==> config.mk <==
export PLATFORM = sky130hd
export DESIGN_NAME = vps_csr
export DESIGN_NICKNAME = d
export VERILOG_FILES = /design/src/vertex_pick_select_top_assert.svh /design/src/vps_pkg.sv /design/src/vps_csr.sv
export SDC_FILE = /design/constraint.sdc
export NUM_CORES = 1
export LEC_CHECK = 0
export BUFFER_PORTS_ARGS = -buffer_cell sky130_fd_sc_hd__clkbuf_2
export CAP_MARGIN = 15
export CELL_PAD_IN_SITES_DETAIL_PLACEMENT = 1
export CELL_PAD_IN_SITES_GLOBAL_PLACEMENT = 1
export CORE_MARGIN = 2
export CORE_UTILIZATION = 39
export CTS_CLUSTER_DIAMETER = 200
export DETAILED_ROUTE_END_ITERATION = 10
export PLACE_DENSITY_LB_ADDON = 0.1
export SLEW_MARGIN = 15
export SYNTH_ARGS = -nofsm -noshare
export SYNTH_HDL_FRONTEND = slang
export SYNTH_SLANG_ARGS = --single-unit
==> constraint.sdc <==
create_clock -name clock -period 1.69 [get_ports clock]
set_clock_uncertainty 0.05 [all_clocks]
set_input_delay 0.507 -clock clock [delete_from_list [all_inputs] [get_ports clock]]
set_output_delay 0.507 -clock clock [all_outputs]
set_load 0.05 [all_outputs]
==> src/vertex_pick_select_top_assert.svh <==
// Assertion macros used by the vertex pick and select back end (vps_back).
`ifndef VERTEX_PICK_SELECT_TOP_ASSERT_SVH
`define VERTEX_PICK_SELECT_TOP_ASSERT_SVH

// Same-cycle implication, sampled on clock, held off during reset.
`define VPS_ASSERT_NOW(lbl, ante, cons, msg) \
   lbl: assert property (@(posedge clock) disable iff (reset) (ante) |-> (cons)) \
      else $error(msg);

// Next-cycle implication, sampled on clock, held off during reset.
`define VPS_ASSERT_NEXT(lbl, ante, cons, msg) \
   lbl: assert property (@(posedge clock) disable iff (reset) (ante) |=> (cons)) \
      else $error(msg);

`endif

==> src/vps_pkg.sv <==
// Shared types and constants of the vertex pick and select block.
package vps_pkg;

   localparam int COORD_W     = 16;
   localparam int INDEX_W     = 16;
   localparam int TOTAL_W     = INDEX_W + 1;
   localparam int DIST_W      = 34;
   localparam int PROD_W      = 2 * COORD_W;
   localparam int CSR_INDEX_W = 3;
   localparam int CSR_DATA_W  = 64;

   typedef enum logic [1:0] {
      SEL_ALL,
      SEL_NEAREST,
      SEL_PLANES,
      SEL_NONE
   } sel_mode_type;

   typedef enum logic [CSR_INDEX_W-1:0] {
      CSR_SELECT_MODE,
      CSR_PICK_POINT,
      CSR_PICK_RADIUS,
      CSR_PLANE_FIRST,
      CSR_PLANE_SECOND,
      CSR_PLANE_THIRD,
      CSR_PLANE_FOURTH
   } csr_index_type;

   typedef struct packed {
      logic signed [COORD_W-1:0] z;
      logic signed [COORD_W-1:0] y;
      logic signed [COORD_W-1:0] x;
   } pick_type;

   typedef struct packed {
      logic signed [COORD_W-1:0] d;
      logic signed [COORD_W-1:0] c;
      logic signed [COORD_W-1:0] b;
      logic signed [COORD_W-1:0] a;
   } plane_type;

   typedef struct packed {
      sel_mode_type           select_mode;
      pick_type               pick;
      logic [DIST_W-1:0]      radius_sq;
      plane_type [3:0]        planes;
   } cfg_type;

   typedef struct packed {
      logic                      mesh_end;
      logic signed [COORD_W-1:0] pos_w;
      logic signed [COORD_W-1:0] pos_z;
      logic signed [COORD_W-1:0] pos_y;
      logic signed [COORD_W-1:0] pos_x;
   } req_payload_type;

   typedef struct packed {
      logic                      has_point;
      logic [INDEX_W-1:0]        vertex_index;
      logic signed [COORD_W-1:0] sel_x;
      logic signed [COORD_W-1:0] sel_y;
      logic signed [COORD_W-1:0] sel_z;
      logic signed [COORD_W-1:0] sel_w;
      logic [TOTAL_W-1:0]        selected_total;
      logic                      final_result;
   } rsp_payload_type;

   // Vertex with its registered squared differences and plane products.
   typedef struct packed {
      req_payload_type               vtx;
      logic [PROD_W-1:0]             sq_x;
      logic [PROD_W-1:0]             sq_y;
      logic [PROD_W-1:0]             sq_z;
      logic [3:0][2:0][PROD_W-1:0]   plane_prod;
   } prod_type;

endpackage

==> src/vps_csr.sv <==
// Configuration register file of the vertex pick and select block.
module vps_csr
   import vps_pkg::*;
(
   input  logic                   clock,
   input  logic                   reset,
   input  logic                   csr_wr_en,
   input  logic [CSR_INDEX_W-1:0] csr_index,
   input  logic [CSR_DATA_W-1:0]  csr_wdata,
   output cfg_type                cfg
);

   cfg_type cfg_ff;
   cfg_type cfg_in;

   always_comb begin
      cfg_in = cfg_ff;
      if (csr_wr_en) begin
         case (csr_index)
            CSR_SELECT_MODE:  cfg_in.select_mode = sel_mode_type'(csr_wdata[1:0]);
            CSR_PICK_POINT:   cfg_in.pick        = pick_type'(csr_wdata[3*COORD_W-1:0]);
            CSR_PICK_RADIUS:  cfg_in.radius_sq   = csr_wdata[DIST_W-1:0];
            CSR_PLANE_FIRST:  cfg_in.planes[0]   = plane_type'(csr_wdata);
            CSR_PLANE_SECOND: cfg_in.planes[1]   = plane_type'(csr_wdata);
            CSR_PLANE_THIRD:  cfg_in.planes[2]   = plane_type'(csr_wdata);
            CSR_PLANE_FOURTH: cfg_in.planes[3]   = plane_type'(csr_wdata);
            default: ; // unmapped index: drop the write
         endcase
      end
   end

   always_ff @(posedge clock) begin
      if (reset) begin
         cfg_ff <= '0;
      end else begin
         cfg_ff <= cfg_in;
      end
   end

   assign cfg = cfg_ff;

endmodule

==> run_results.csv <==
group,metric,value,unit
finish,largest_reg_flops,340,
finish,final_cell_mix,"nand2b_1, mux2i_1, dfxtp_1",
floorplan,dieArea,35600,µm²
routing,drtAntennaViolNets,0,
routing,wl_per_cell,19.3,µm
clock_tree,post_cts_buffers,0,
min_path,hold_class,"input pin to flop",
pwr,p_leak,9.21,nW
finish,nets,1673,
yosys,postSynthCellCount,1179,
setup_path,crit_chain,"clkbuf_4",
setup_path,crit_arrival,1.11,ns
setup_path,startpoint,"cfg[100]",
setup_path,cp_max_fo,2,
finish,ff_latch_area,6810,µm²
finish,multi_input_area,6070,µm²
yosys,syn_avg_cell_area,11.3,µm²
grt,grt-ovfl-total,0,
grt,grt_max_degree,44,
min_path,hold_path_depth,3,
placed_design,io_buffers,409,
setup_path,crit_path_end,"cfg[100]",
floorplan,io_pins,410,
clock_tree,cts_hold_buffers,0,
routing,avgViaCountPerCell,4.74,
timing,whs,0.287,ns
setup_path,r2r_start,"cfg[265]",
yosys,seq_area_frac_synth,51.1,%
clock_tree,clockBufferDepth,3,
clock_tree,cts.clk_slew.worst_paths,0.06,ns
finish,mostFrequentLayoutCell,"nand2b_1",
setup_path,timing.rr.end,"cfg[265]",
placed_design,place_congestion,0.741,
pwr,max-vdd-ir-drop,587,µV
setup_path,worst-r2r-setup-slack,0.96,ns
grt,grt_pass1_wl,62.1,mm
yosys,yosysWarnings,0,
timing,rsz0062_at_grt,"no",
setup_path,critPathTopFamily,"flip-flops",
grt,grt_pass1_vias,10476,
run_status,status,"complete, no violations",
floorplan,dieWidth,189,µm
floorplan,start_util,39.7,%
routing,vias,9847,
finish,fillCellCount,3597,
yosys,ys_seq_elements,340,
clock_tree,clkLatencyLatePin,0.51,ns
flow_run,cap_violations,0,
timing,worstMarginPinSlew,0.374,ns
placed_design,dp_hpwl,28.5,mm
routing,drc,0,
timing,period_minus_slack,1.67,ns
timing,hold_viol,0,
timing,fin_tns_setup,0,ns
finish,syn2layout_area_growth,38.2,%
yosys,synth_fp_nets,1249,
setup_path,path_depth,1,
floorplan,core-area,33500,µm²
clock_tree,cts_buffers,38,
timing,period_share,98.7,%
setup_path,critical_path_class,"flop to primary output",
yosys,synth_area,13300,µm²
floorplan,num_rows,67,
timing,slew_headroom,75.0,%
routing,drtIter0Drc,224,
pwr,powerDensity,980,nW/µm²
grt,grt_usage,22.2,%
clock_tree,h-tree-depth,2,
timing,setup_viol_count_final,0,
timing,maxSlewViolCount,0,
clock_tree,cts_tree,"built",
finish,drive_above_1_share,32.4,%
routing,first_pass_iters,6,
timing,max_freq,599,MHz
setup_path,critPathCaptureType,"primary output",
setup_path,worstRegToRegCells,2,
setup_path,slowest_stage,"dfxtp_1",
setup_path,critical-path-max-stage-delay,0.35,ns
setup_path,startpoint_type,"flop",
setup_path,critPathBufInv,1,
routing,routed_wl,40.1,mm
clock_tree,cts_root_buffer,"clkbuf_16",
floorplan,dieHeight,189,µm
grt,antenna_found_initial,4,
yosys,synth_cell_types,14,
clock_tree,cts.sinks,340,
setup_path,cp_data_required_time,1.13,ns
-- routing by layer --
metal  vias up  track usage, %  wire (µm)
met4         4            8.23       1380
met1      4738            26.7      16700
met5         -               0         23
li1       4731               -          -
met3        77            6.65       2730
met2       297            37.5      19300
-- logic make-up (layout without fill, tap and decap cells) --
logic type,count (synthesis),in the layout,synth area share [%]
other,0,2,0
and+or+nand+nor,414,414,19.8
buffers and inverters,85,535,3.53
DFF,340,340,51.1
muxes,340,340,25.6
-- through the flow --
step                cells  util (%)  total power, W  cell area (µm²)  worst slack (ns)
detailed placement   2011      48.4          0.0103            16200           0.00129
floorplan            1179         -         0.00971            13300             0.134
global placement     2011      48.4          0.0103            16200            0.0452
global route         2079      54.9          0.0188            18400         0.0000834
CTS                  2077      54.7          0.0183            18400          0.000163
finish               2079      54.9          0.0180            18400            0.0212
-- Yosys cell counts --
library cell  number  area share [%]
or4b_1             1           0.075
buf_8              1            0.11
and4b_1            1           0.075
mux2i_1          340              26
nand2b_1         404              19
and4bb_2           2            0.19
buf_2              9            0.34
clkbuf_2           1           0.038
buf_6              4            0.34
nand4b_1           3            0.20
nand4bb_1          3            0.25
buf_4             26             1.5
dfxtp_1          340              51
clkbuf_1          44             1.2
-- final cells by class --
cell class,count,share of cell area [%]
repair buffers,469,20.6
clock inverters,5,0.136
clock buffers,61,6.20
flip-flops and latches,340,37.0
well taps,448,3.05
multi-input cells,754,33.0
diodes,2,0.0272
-- report_power, final --
part	switching, W	internal (W)
logic	0.00122	0.000720
registers	0.000104	0.00820
clock network	0.00319	0.00461
total	0.00451	0.0135
-- how the worst min path moves through the flow --
stage | startpoint | end | slack [ns]
after global placement | cfg[44] | cfg[44] | 0.41
final | csr_wdata[54] | cfg[182] | 0.29
after global routing | csr_wdata[59] | cfg[251] | 0.28
after floorplan | cfg[337] | cfg[337] | 0.64
after CTS | csr_wdata[54] | cfg[182] | 0.26
after detailed placement | cfg[322] | cfg[322] | 0.41
-- repair_timing --
item,4_1_cts,5_1_grt
resized for setup,360,188
gates cloned,0,0
endpoints found under the setup margin,340,177
(Power assumes the default switching activity.)
