[src/vertex_pick_select_top_assert.svh]
// Assertion macros used by the vertex pick and select back end (vps_back).
`ifndef VERTEX_PICK_SELECT_TOP_ASSERT_SVH
`define VERTEX_PICK_SELECT_TOP_ASSERT_SVH

// Same-cycle implication, sampled on clock, held off during reset.
`define VPS_ASSERT_NOW(lbl, ante, cons, msg) \
   lbl: assert property (@(posedge clock) disable iff (reset) (ante) |-> (cons)) \
      else $error(msg);

// Next-cycle implication, sampled on clock, held off during reset.
`define VPS_ASSERT_NEXT(lbl, ante, cons, msg) \
   lbl: assert property (@(posedge clock) disable iff (reset) (ante) |=> (cons)) \
      else $error(msg);

`endif

[src/vps_pkg.sv]
// Shared types and constants of the vertex pick and select block.
package vps_pkg;

   localparam int COORD_W     = 16;
   localparam int INDEX_W     = 16;
   localparam int TOTAL_W     = INDEX_W + 1;
   localparam int DIST_W      = 34;
   localparam int PROD_W      = 2 * COORD_W;
   localparam int CSR_INDEX_W = 3;
   localparam int CSR_DATA_W  = 64;

   typedef enum logic [1:0] {
      SEL_ALL,
      SEL_NEAREST,
      SEL_PLANES,
      SEL_NONE
   } sel_mode_type;

   typedef enum logic [CSR_INDEX_W-1:0] {
      CSR_SELECT_MODE,
      CSR_PICK_POINT,
      CSR_PICK_RADIUS,
      CSR_PLANE_FIRST,
      CSR_PLANE_SECOND,
      CSR_PLANE_THIRD,
      CSR_PLANE_FOURTH
   } csr_index_type;

   typedef struct packed {
      logic signed [COORD_W-1:0] z;
      logic signed [COORD_W-1:0] y;
      logic signed [COORD_W-1:0] x;
   } pick_type;

   typedef struct packed {
      logic signed [COORD_W-1:0] d;
      logic signed [COORD_W-1:0] c;
      logic signed [COORD_W-1:0] b;
      logic signed [COORD_W-1:0] a;
   } plane_type;

   typedef struct packed {
      sel_mode_type           select_mode;
      pick_type               pick;
      logic [DIST_W-1:0]      radius_sq;
      plane_type [3:0]        planes;
   } cfg_type;

   typedef struct packed {
      logic                      mesh_end;
      logic signed [COORD_W-1:0] pos_w;
      logic signed [COORD_W-1:0] pos_z;
      logic signed [COORD_W-1:0] pos_y;
      logic signed [COORD_W-1:0] pos_x;
   } req_payload_type;

   typedef struct packed {
      logic                      has_point;
      logic [INDEX_W-1:0]        vertex_index;
      logic signed [COORD_W-1:0] sel_x;
      logic signed [COORD_W-1:0] sel_y;
      logic signed [COORD_W-1:0] sel_z;
      logic signed [COORD_W-1:0] sel_w;
      logic [TOTAL_W-1:0]        selected_total;
      logic                      final_result;
   } rsp_payload_type;

   // Vertex with its registered squared differences and plane products.
   typedef struct packed {
      req_payload_type               vtx;
      logic [PROD_W-1:0]             sq_x;
      logic [PROD_W-1:0]             sq_y;
      logic [PROD_W-1:0]             sq_z;
      logic [3:0][2:0][PROD_W-1:0]   plane_prod;
   } prod_type;

endpackage

[src/vps_back.sv]
// Selection logic, per-mesh state and result register of the block.
`include "vertex_pick_select_top_assert.svh"

module vps_back
   import vps_pkg::*;
(
   input  logic            clock,
   input  logic            reset,
   input  cfg_type         cfg,
   input  logic            prod_valid,
   input  prod_type        prod,
   output logic            prod_take,
   output logic            rsp_valid,
   input  logic            rsp_stall,
   output rsp_payload_type rsp_payload
);

   localparam logic [TOTAL_W-1:0] COUNT_MAX = '1;

   logic [INDEX_W-1:0]   vertex_counter_ff;
   logic [INDEX_W-1:0]   vertex_counter_in;
   logic [TOTAL_W-1:0]   selected_count_ff;
   logic [TOTAL_W-1:0]   selected_count_in;
   logic                 best_valid_ff;
   logic                 best_valid_in;
   logic [DIST_W-1:0]    best_dist_ff;
   logic [INDEX_W-1:0]   best_index_ff;
   req_payload_type      best_vtx_ff;
   logic                 rsp_valid_ff;
   logic                 rsp_valid_in;
   rsp_payload_type      rsp_ff;
   rsp_payload_type      rsp_in;

   logic                 fire;
   logic                 hit;
   logic                 nearer;
   logic                 has_rsp;
   logic                 inside_all;
   logic [DIST_W-1:0]    dist_sq;
   logic [DIST_W-1:0]    limit;
   logic [TOTAL_W-1:0]   count_next;
   logic signed [DIST_W-1:0] plane_sum [4];

   always_comb begin
      dist_sq = {2'b00, prod.sq_x} + {2'b00, prod.sq_y} + {2'b00, prod.sq_z};
      for (int i = 0; i < 4; i++) begin
         plane_sum[i] = {{2{prod.plane_prod[i][0][PROD_W-1]}}, prod.plane_prod[i][0]}
                      + {{2{prod.plane_prod[i][1][PROD_W-1]}}, prod.plane_prod[i][1]}
                      + {{2{prod.plane_prod[i][2][PROD_W-1]}}, prod.plane_prod[i][2]}
                      + {{(DIST_W-COORD_W-8){cfg.planes[i].d[COORD_W-1]}},
                         cfg.planes[i].d, 8'h00};
      end
      inside_all = plane_sum[0][DIST_W-1] && plane_sum[1][DIST_W-1]
                && plane_sum[2][DIST_W-1] && plane_sum[3][DIST_W-1];
      if (best_valid_ff) begin
         limit = best_dist_ff;
      end else if (cfg.radius_sq == '0) begin
         limit = '1;
      end else begin
         limit = cfg.radius_sq;
      end
      nearer = 1'b0;
      hit    = 1'b0;
      case (cfg.select_mode)
         SEL_ALL:     hit    = 1'b1;
         SEL_NEAREST: nearer = dist_sq < limit;
         SEL_PLANES:  hit    = inside_all;
         SEL_NONE:    hit    = 1'b0;
         default:     hit    = 1'b0;
      endcase
      count_next = (hit && selected_count_ff != COUNT_MAX) ? selected_count_ff + 1'b1
                                                            : selected_count_ff;
      has_rsp = hit || prod.vtx.mesh_end;
   end

   // Retire an item when it has no result or the result register frees up.
   assign fire      = prod_valid && (!has_rsp || !rsp_valid_ff || !rsp_stall);
   assign prod_take = fire;

   always_comb begin
      rsp_in              = '0;
      rsp_in.final_result = prod.vtx.mesh_end;
      if (cfg.select_mode == SEL_NEAREST) begin
         if (nearer) begin
            rsp_in.has_point      = 1'b1;
            rsp_in.vertex_index   = vertex_counter_ff;
            rsp_in.sel_x          = prod.vtx.pos_x;
            rsp_in.sel_y          = prod.vtx.pos_y;
            rsp_in.sel_z          = prod.vtx.pos_z;
            rsp_in.sel_w          = prod.vtx.pos_w;
            rsp_in.selected_total = TOTAL_W'(1);
         end else if (best_valid_ff) begin
            rsp_in.has_point      = 1'b1;
            rsp_in.vertex_index   = best_index_ff;
            rsp_in.sel_x          = best_vtx_ff.pos_x;
            rsp_in.sel_y          = best_vtx_ff.pos_y;
            rsp_in.sel_z          = best_vtx_ff.pos_z;
            rsp_in.sel_w          = best_vtx_ff.pos_w;
            rsp_in.selected_total = TOTAL_W'(1);
         end
      end else begin
         if (hit) begin
            rsp_in.has_point    = 1'b1;
            rsp_in.vertex_index = vertex_counter_ff;
            rsp_in.sel_x        = prod.vtx.pos_x;
            rsp_in.sel_y        = prod.vtx.pos_y;
            rsp_in.sel_z        = prod.vtx.pos_z;
            rsp_in.sel_w        = prod.vtx.pos_w;
         end
         rsp_in.selected_total = count_next;
      end
   end

   always_comb begin
      vertex_counter_in = vertex_counter_ff;
      selected_count_in = selected_count_ff;
      best_valid_in     = best_valid_ff;
      if (fire) begin
         if (prod.vtx.mesh_end) begin
            vertex_counter_in = '0;
            selected_count_in = '0;
            best_valid_in     = 1'b0;
         end else begin
            vertex_counter_in = vertex_counter_ff + 1'b1;
            selected_count_in = count_next;
            best_valid_in     = best_valid_ff || nearer;
         end
      end
      rsp_valid_in = rsp_valid_ff;
      if (fire && has_rsp) begin
         rsp_valid_in = 1'b1;
      end else if (!rsp_stall) begin
         rsp_valid_in = 1'b0;
      end
   end

   always_ff @(posedge clock) begin
      if (reset) begin
         vertex_counter_ff <= '0;
         selected_count_ff <= '0;
         best_valid_ff     <= 1'b0;
         rsp_valid_ff      <= 1'b0;
      end else begin
         vertex_counter_ff <= vertex_counter_in;
         selected_count_ff <= selected_count_in;
         best_valid_ff     <= best_valid_in;
         rsp_valid_ff      <= rsp_valid_in;
      end
   end

   always_ff @(posedge clock) begin
      if (fire && nearer) begin
         best_dist_ff  <= dist_sq;
         best_index_ff <= vertex_counter_ff;
         best_vtx_ff   <= prod.vtx;
      end
      if (fire && has_rsp) begin
         rsp_ff <= rsp_in;
      end
   end

   assign rsp_valid   = rsp_valid_ff;
   assign rsp_payload = rsp_ff;

   `VPS_ASSERT_NEXT(a_mesh_end_clears, fire && prod.vtx.mesh_end,
                    vertex_counter_ff == '0 && selected_count_ff == '0 && !best_valid_ff,
                    "mesh state not cleared after mesh end")
   `VPS_ASSERT_NEXT(a_count_no_drop, fire && !prod.vtx.mesh_end,
                    selected_count_ff >= $past(selected_count_ff),
                    "selected count fell inside a mesh")
   `VPS_ASSERT_NOW(a_mid_mesh_has_point, rsp_valid_ff && !rsp_ff.final_result,
                   rsp_ff.has_point, "non-final result without a vertex")
   `VPS_ASSERT_NOW(a_best_only_nearest, $rose(best_valid_ff),
                   $past(cfg.select_mode) == SEL_NEAREST,
                   "best candidate taken outside nearest mode")

endmodule

[config.mk]
export PLATFORM = sky130hd
export DESIGN_NAME = vps_back
export DESIGN_NICKNAME = d
export VERILOG_FILES = /design/src/vps_pkg.sv /design/src/vps_back.sv
export VERILOG_INCLUDE_DIRS = /design/src /design/src/src
export SDC_FILE = /design/constraint.sdc
export NUM_CORES = 1
export LEC_CHECK = 0
export ABC_CLOCK_PERIOD_IN_PS = 17000
export BUFFER_PORTS_ARGS = -buffer_cell sky130_fd_sc_hd__clkbuf_2
export CAP_MARGIN = 20
export CORE_AREA = 8 8 381 383
export CTS_CLUSTER_DIAMETER = 40
export DETAILED_ROUTE_END_ITERATION = 8
export DIE_AREA = 0 0 389 391
export GPL_TIMING_DRIVEN = 0
export PLACE_DENSITY_LB_ADDON = 0.15
export SLEW_MARGIN = 20
export SYNTH_ARGS = -nofsm -noshare
export SYNTH_HDL_FRONTEND = slang
export SYNTH_SLANG_ARGS = --single-unit
export TNS_END_PERCENT = 30
[constraint.sdc]
create_clock -name clock -period 17 [get_ports clock]
set_input_delay 3.4 -clock clock [delete_from_list [all_inputs] [get_ports clock]]
set_output_delay 3.4 -clock clock [all_outputs]
set_load 0.03 [all_outputs]
==> key figures, run 1 <==
Synthesis
  – EDFF count, synth: 213
  – Ys Warns: 0
  – Syn Std Cell Area: 22,000 um^2
  – Syn_nets: 3,414
  – Mapped Cells: 2,053
  – Syn_area_per_cell: 10.7 um^2
  – Seq/Total Area, Yosys: 0.323
  – Post-synth cell types: 61
  – Most used DFF post-synth: edfxtp_1
  – Synth Register Bits: 248
  – Asr flop ratio synth: 0

Critical path
  – Worst EP required: 13,600 ps
  – Critical path's largest stage delay: 690 ps
  – WS Path Type: input pin to output pin
  – Crit path max-delay family: buffers and inverters
  – Crit path to: prod_take
  – WP data arrival: 9760 ps
  – Critical path launch point: cfg[63]
  – Largest fanout on the critical path: 10
  – Worst Path Buf+Inv: 6
  – Worst reg2reg startpoint: best_valid_ff
  – Worst-path cell chain: clkbuf_2 -> inv_1 -> fa_1 -> fa_1 -> inv_1 -> ha_1 -> nand4_1 -> nor4_1 -> a41oi_2 -> a31oi_1 -> nor2_1 -> xnor2_1 -> a41oi_2 -> a21oi_1 -> inv_1 -> buf_1 -> clkbuf_2
  – Reg2reg setup slack: 12,550 ps
  – Crit path capture type: output pin
  – Critical Path Slowest Stage Cell: inv_1
  – Crit path top cell by count: inv_1
  – CP Launch Type: input pin
  – Critical Path Stages: 17
  – R2R Path End: rsp_payload[56]
  – Worst Reg-to-Reg Cells: 16

Layout
  – Layout overhead on the synthesized area: 37.2%
  – Fin nets: 4,228
  – Reg area: 7100 um^2
  – Core Util, Final: 0.217
  – Fillcell total: 15,300
  – Multi-input logic area: 12,600 um^2
  – Layout cells sized above 1: 0.305
  – Non-Filler Instances: 4,729

Placed design
  – Final GP Congestion: 0.861
  – Placed Instances: 4,619
  – DP HPWL: 86.8 mm
  – PortBufs: 749

Job
  – Max Cap Viol: 0

Timing
  – Crit path time final: 13,160 ps
  – Fmax: 0.0760 GHz
  – Setup TNS: 0 ps
  – # setup viols final: 0
  – Slew margin rel.: 0.258
  – Unrepaired setup endpoints after global routing: false
  – Worst-Margin Slew: 1090 ps
  – Hold Vio Cnt, Final: 0
  – Layout Skew: 38.5 ps
  – Slew Limit Fails: 0
  – Tcrit/Tclk final: 0.774

Global route
  – Largest net degree at the start of global routing: 24
  – Initial antenna violation count: 37
  – Vias in the first global route: 19,500
  – First-pass GRT wire length: 138 mm
  – Global Route Usage Sum: 0.123
  – Overflow after GRT: 0

Clock tree
  – Clock buffer count from CTS: 53
  – Clock-pin slew on the worst setup and hold paths: 50 ps
  – CTS sink count: 248
  – CTS H-tree lvls: 2
  – CTS root buffer: clkbuf_16
  – Clock buffer depth: 3
  – Latest clock arrival within the worst-skew pair: 620 ps
  – CTS tree: done
  – CTS-repair resized insts: 0
  – Post-cts hold buffer count: 0
  – Setup Fix Bufs, Post-CTS: 0

Floorplanning
  – Die Wd: 389 um
  – Die ar.: 152,000 um^2
  – I/O pin count: 990
  – Core area: 139,000 um^2
  – Core Rows: 137
  – Die Y: 391 um
  – Starting density of the core: 0.158

Detailed routing
  – Via count: 17,600
  – Router iterations before antenna repair: 5
  – Detailed Route Iter0 Violations: 598
  – Antenna-violating nets left: 0
  – Vias per Instance: 3.72
  – Final WL: 96.2 mm
  – DRC: 0
  – Post-DR wirelength/cell: 20.3 um

Power
  – Seq pwr share: 0.258
  – Power share of the clock group: 0.369
  – Leakage power: 14.5 nW
  – Switching pwr: 1.05 mW
  – Cell Pwr Density: 96.9 nW/um^2
  – Cell-internal power: 1.87 mW
  – Comb pwr share: 0.374
  – Worst VDD drop: 0.0714 mV
  – Switching share of total power: 0.359

Outcome
  – Run status: finished, final reports clean

Worst hold path
  – Worst hold-check path type: flop to flop
## power groups by stage
| stage | logic, mW | clock network (mW) | registers, mW |
|---|---|---|---|
| after global routing | 1.26 | 1.14 | 0.759 |
| final | 1.09 | 1.08 | 0.754 |
| after detailed placement | 1.12 | 0 | 0.766 |
| after floorplan | 0.616 | 0 | 0.833 |
| after global placement | 1.11 | 0 | 0.781 |
| after CTS | 1.13 | 1.11 | 0.755 |
## kinds of logic (layout without fill, tap and decap cells)
family / count (synthesis) / after routing / synth area share
AOI/OAI and AO/OA: 386 / 386 / 0.122
xor gates and xnor gates: 51 / 51 / 0.0203
adders and majority gates: 472 / 472 / 0.356
and+or+nand+nor: 305 / 305 / 0.0731
DFF: 248 / 248 / 0.323
buffers and inverters: 587 / 1446 / 0.104
muxes: 4 / 4 / 0.00182
other: 0 / 10 / 0
## metal layers
metal  share of wire  up-vias  track usage
met5          0.0030        -            0
met4           0.018       46       0.0237
met3           0.096      135       0.0543
met2            0.41      630        0.182
met1            0.47     8173        0.166
li1                -     8604            -
## flip-flops by register name, indices dropped and copies added, names as in the netlist
signal             cells
rsp_valid              1
selected_count_ff     17
best_valid_ff          1
vertex_counter_ff     16
best_vtx_ff           64
rsp_payload           99
best_index_ff         16
best_dist_ff          34
## how the worst min path moves through the flow
stage	start	end	slack [ps]	cells past startpoint
floorplan	vertex_counter_ff[15]	best_index_ff[15]	440	0
global placement	selected_count_ff[16]	selected_count_ff[16]	500	1
detailed placement	selected_count_ff[16]	selected_count_ff[16]	500	1
CTS	best_index_ff[1]	rsp_payload[83]	490	1
global route	best_vtx_ff[9]	rsp_payload[75]	510	1
finish	best_index_ff[1]	rsp_payload[83]	490	1
## metrics by stage
| step | power [mW] | hold WS, ps | setup WS [ps] | cell area (um^2) |
|---|---|---|---|---|
| 2_1_floorplan | 1.45 | 445 | 3810 | 22000 |
| 3_3_place_gp | 1.89 | 496 | -2450 | 28000 |
| 3_5_place_dp | 1.89 | 496 | 3460 | 28300 |
| 4_1_cts | 3.00 | 489 | 3420 | 30100 |
| 5_1_grt | 3.16 | 506 | 3190 | 30100 |
| 6_report | 2.92 | 493 | 3840 | 30200 |
## placed cells by master (no fill, tap or decap), types with 7 or more instances in the layout
master,instances
xor2_1,14
buf_2,8
clkbuf_16,53
nor4b_1,9
and3_1,9
dfxtp_1,35
clkbuf_2,749
o21ai_0,49
diode_2,10
nand2_1,57
nand3_1,35
buf_6,8
o31ai_1,8
fa_1,257
a21o_1,42
or4_1,13
ha_1,215
nor2_1,60
nor3_1,23
clkinvlp_4,7
edfxtp_1,213
clkinv_2,8
clkbuf_1,28
a211oi_1,14
nand2b_1,11
o22ai_1,38
a22o_1,80
inv_1,546
or3_1,8
a21oi_1,88
nand4_1,35
nor2b_1,9
nor4_1,13
bufinv_16,7
xnor2_1,37
## synthesized netlist by cell type, drive strengths merged (37+ instances only)
library cell	instances	share of area
a21o	42	0.014
a21oi	88	0.020
a22o	80	0.032
edfxtp	213	0.29
fa	257	0.23
ha	215	0.12
inv	547	0.093
nand2	57	0.0097
nor2	62	0.011
o21ai	51	0.012
o22ai	38	0.011
xnor2	37	0.015
## worst register-to-register path: cells and delay by family (launching register included)
family	cells	cell delay [ps]
compound gates	9	2140
buf+inv	4	940
flops	1	370
fa+ha+maj	1	320
simple gates	2	390
## layout make-up
type                       instances  share of cell area
sequential                       248               0.235
timing repair buffer             759               0.132
tap                             1807              0.0750
clock inverter                    39              0.0169
antenna                           10            0.000830
inverter                         547              0.0681
buffer                            40             0.00742
clock buffer                      61              0.0456
multi-input combinational       1218               0.419
Power figures use the tool's default switching activity.
==> run 2: changes to the inputs <==
- ABC_CLOCK_PERIOD_IN_PS: 17000 -> 11300
- CORE_AREA: 8 8 381 383 -> 8 8 379 381
- DIE_AREA: 0 0 389 391 -> 0 0 387 389
- clock period: 17 -> 11.3 ns (I/O delays scaled with it)
==> run 2 against run 1 <==
Net effect: non-clock buffer count increased by 1; total power grew 46%; first-iteration DRC count is 20% higher; setup slack worse by 3000 ps; critical path depth up 1; largest cell class unchanged; highest routed layer unchanged.
==> key figures, run 2 (synthesis gave the netlist of run 1 again) <==
Global route
  – Initial antenna violation count: 54 (was 37)
  – First-pass GRT wire length: 145 mm (was 138 mm)
  – Largest net degree at the start of global routing: 26 (was 24)
  – Vias in the first global route: 19,800 (was 19,500)
  – Global Route Usage Sum: 0.133 (was 0.123)
  – Overflow after GRT: 0 (unchanged)

Critical path
  – R2R Path End: best_vtx_ff[21] (was rsp_payload[56])
  – CP Launch Type: input pin (unchanged)
  – WS Path Type: input pin to output pin (unchanged)
  – Largest fanout on the critical path: 10 (unchanged)
  – Worst reg2reg startpoint: best_valid_ff (unchanged)
  – Crit path capture type: output pin (unchanged)
  – Worst EP required: 9040 ps (was 13,600 ps)
  – Reg2reg setup slack: 6500 ps (was 12,550 ps)
  – WP data arrival: 8250 ps (was 9760 ps)
  – Worst Reg-to-Reg Cells: 15 (was 16)

Outcome
  – Run status: finished, final reports clean (unchanged)

Placed design
  – DP HPWL: 93.1 mm (was 86.8 mm)
  – Final GP Congestion: 0.869 (was 0.861)
  – Placed Instances: 4,620 (was 4,619)
  – PortBufs: 749 (unchanged)

Worst hold path
  – Worst hold-check path type: flop to flop (unchanged)
  – Hold Path Sink: rsp_payload[81] (was rsp_payload[83])
  – Hold path depth: 1 (unchanged)
  – Hold_sp: best_vtx_ff[15] (was best_index_ff[1])

Clock tree
  – CTS sink count: 248 (unchanged)
  – Setup Fix Bufs, Post-CTS: 0 (unchanged)
  – Latest clock arrival within the worst-skew pair: 620 ps (about the same)
  – Post-cts hold buffer count: 0 (unchanged)
  – CTS H-tree lvls: 2 (unchanged)
  – CTS root buffer: clkbuf_16 (unchanged)
  – Clock buffer depth: 3 (unchanged)
  – Clock-pin slew on the worst setup and hold paths: 60 ps (was 50 ps)
  – Clock buffer count from CTS: 50 (was 53)
  – CTS tree: done (unchanged)
  – CTS-repair resized insts: 0 (unchanged)

Layout
  – Fin nets: 4,226 (was 4,228)
  – Most frequent cells in the layout: clkbuf_2, inv_1, fa_1 (unchanged)
  – Max FFs per register: 99 (unchanged)
  – Layout overhead on the synthesized area: 36.4% (was 37.2%)
  – Core Util, Final: 0.217 (about the same)
  – Non-Filler Instances: 4,734 (was 4,729)
  – Layout cells sized above 1: 0.303 (was 0.305)
  – Commonest non-fill, non-tap cell in the layout: clkbuf_2 (unchanged)

Floorplanning
  – Core area: 138,000 um^2 (was 139,000 um^2)
  – Die Y: 389 um (was 391 um)
  – I/O pin count: 990 (unchanged)
  – Die Wd: 387 um (was 389 um)
  – Starting density of the core: 0.159 (was 0.158)
  – Die ar.: 151,000 um^2 (was 152,000 um^2)
  – Core Rows: 137 (unchanged)

Timing
  – Slew margin rel.: 0.210 (was 0.258)
  – Worst-Margin Slew: 1180 ps (was 1090 ps)
  – # setup viols final: 0 (unchanged)
  – Slew Limit Fails: 0 (unchanged)
  – Fmax: 0.0952 GHz
  – Unrepaired setup endpoints after global routing: false (unchanged)
  – Layout Skew: 53.9 ps (was 38.5 ps)
  – Crit path time final: 10,510 ps
  – Tcrit/Tclk final: 0.930
  – Hold Vio Cnt, Final: 0 (unchanged)

Detailed routing
  – Antenna-violating nets left: 0 (unchanged)
  – Detailed Route Iter0 Violations: 717 (was 598)
  – DRC: 0 (unchanged)
  – Via count: 17,800 (was 17,600)
  – Final WL: 102 mm (was 96.2 mm)
  – Router iterations before antenna repair: 5 (unchanged)
  – Post-DR wirelength/cell: 21.6 um (was 20.3 um)
  – Vias per Instance: 3.76 (was 3.72)

Power
  – Power Total: 4.28 mW (was 2.92 mW)
  – Leakage power: 14.4 nW (was 14.5 nW)
  – Cell Pwr Density: 143 nW/um^2 (was 96.9 nW/um^2)
  – Worst VDD drop: 0.104 mV (was 0.0714 mV)

Job
  – Max Cap Viol: 0 (unchanged)
-- run 2: cell count changes in the layout (fill, tap and decap cells not counted), sizes merged --
cell | before | now
bufinv | 7 | 4
clkinv | 16 | 20
inv | 556 | 553
diode | 10 | 21
clkbuf | 832 | 828
buf | 28 | 29
clkinvlp | 7 | 6
-- run 2: how the worst max path moves through the flow --
stage                     startpoint  slack [ps]  cells after the start              end
after floorplan             cfg[127]         720                     15   rsp_payload[0]
after global placement      cfg[127]       -6180                     17  rsp_payload[74]
after detailed placement    cfg[127]         450                     18        prod_take
after CTS                   cfg[127]         420                     18        prod_take
after global routing        cfg[127]         380                     18        prod_take
final                       cfg[127]         790                     18        prod_take
-- run 2: power breakdown --
part | internal (mW) | total [mW] | leakage [nW] | switching [mW]
registers | 1.11 | 1.13 | 2.29 | 0.0228
logic | 0.657 | 1.67 | 11.3 | 1.01
clock network | 0.929 | 1.47 | 0.813 | 0.545
-- run 2: layout make-up --
| cell class | instances | area, um^2 |
|---|---|---|
| inverters | 547 | 2050 |
| flip-flops and latches | 248 | 7100 |
| fillers | 15300 | 108000 |
| repair buffers | 760 | 3960 |
| diodes | 21 | 52.6 |
| plain buffers | 40 | 224 |
| multi-input cells | 1218 | 12600 |
| well taps | 1807 | 2260 |
| clock buffers | 57 | 1300 |
| clock inverters | 36 | 403 |
-- run 2: routing by layer --
| metal | GRT usage | vias to the layer above | part of all wire | wire (um) |
|---|---|---|---|---|
| met5 | 0 | - | 0.0030 | 310 |
| met4 | 0.0270 | 48 | 0.018 | 1890 |
| met3 | 0.0505 | 118 | 0.085 | 8710 |
| met2 | 0.206 | 657 | 0.43 | 44200 |
| met1 | 0.176 | 8373 | 0.46 | 47300 |
| li1 | - | 8594 | - | - |
-- run 2: worst max-delay path: stages --
cell and delay [ps]:
clkbuf_2 80, inv_1 570, fa_1 520, inv_1 80, fa_1 420, ha_1 340, a21oi_1 140, a21boi_0 100
o21ai_0 740, o2111ai_1 360, a211oi_1 490, xnor2_1 380, a41oi_2 280, buf_6 180, a21oi_1 120, inv_1 280
buf_1 540, clkbuf_2 330
-- run 2: metrics by stage --
| stage | area [um^2] | setup slack [ps] | hold WS (ps) | setup TNS [ps] |
|---|---|---|---|---|
| after detailed placement | 28200 | 446 | 498 | 0 |
| after global routing | 29900 | 381 | 511 | 0 |
| after floorplan | 22000 | 718 | 445 | 0 |
| after CTS | 29900 | 424 | 488 | 0 |
| final | 30000 | 794 | 501 | 0 |
| after global placement | 28000 | -6180 | 493 | -1051120 |
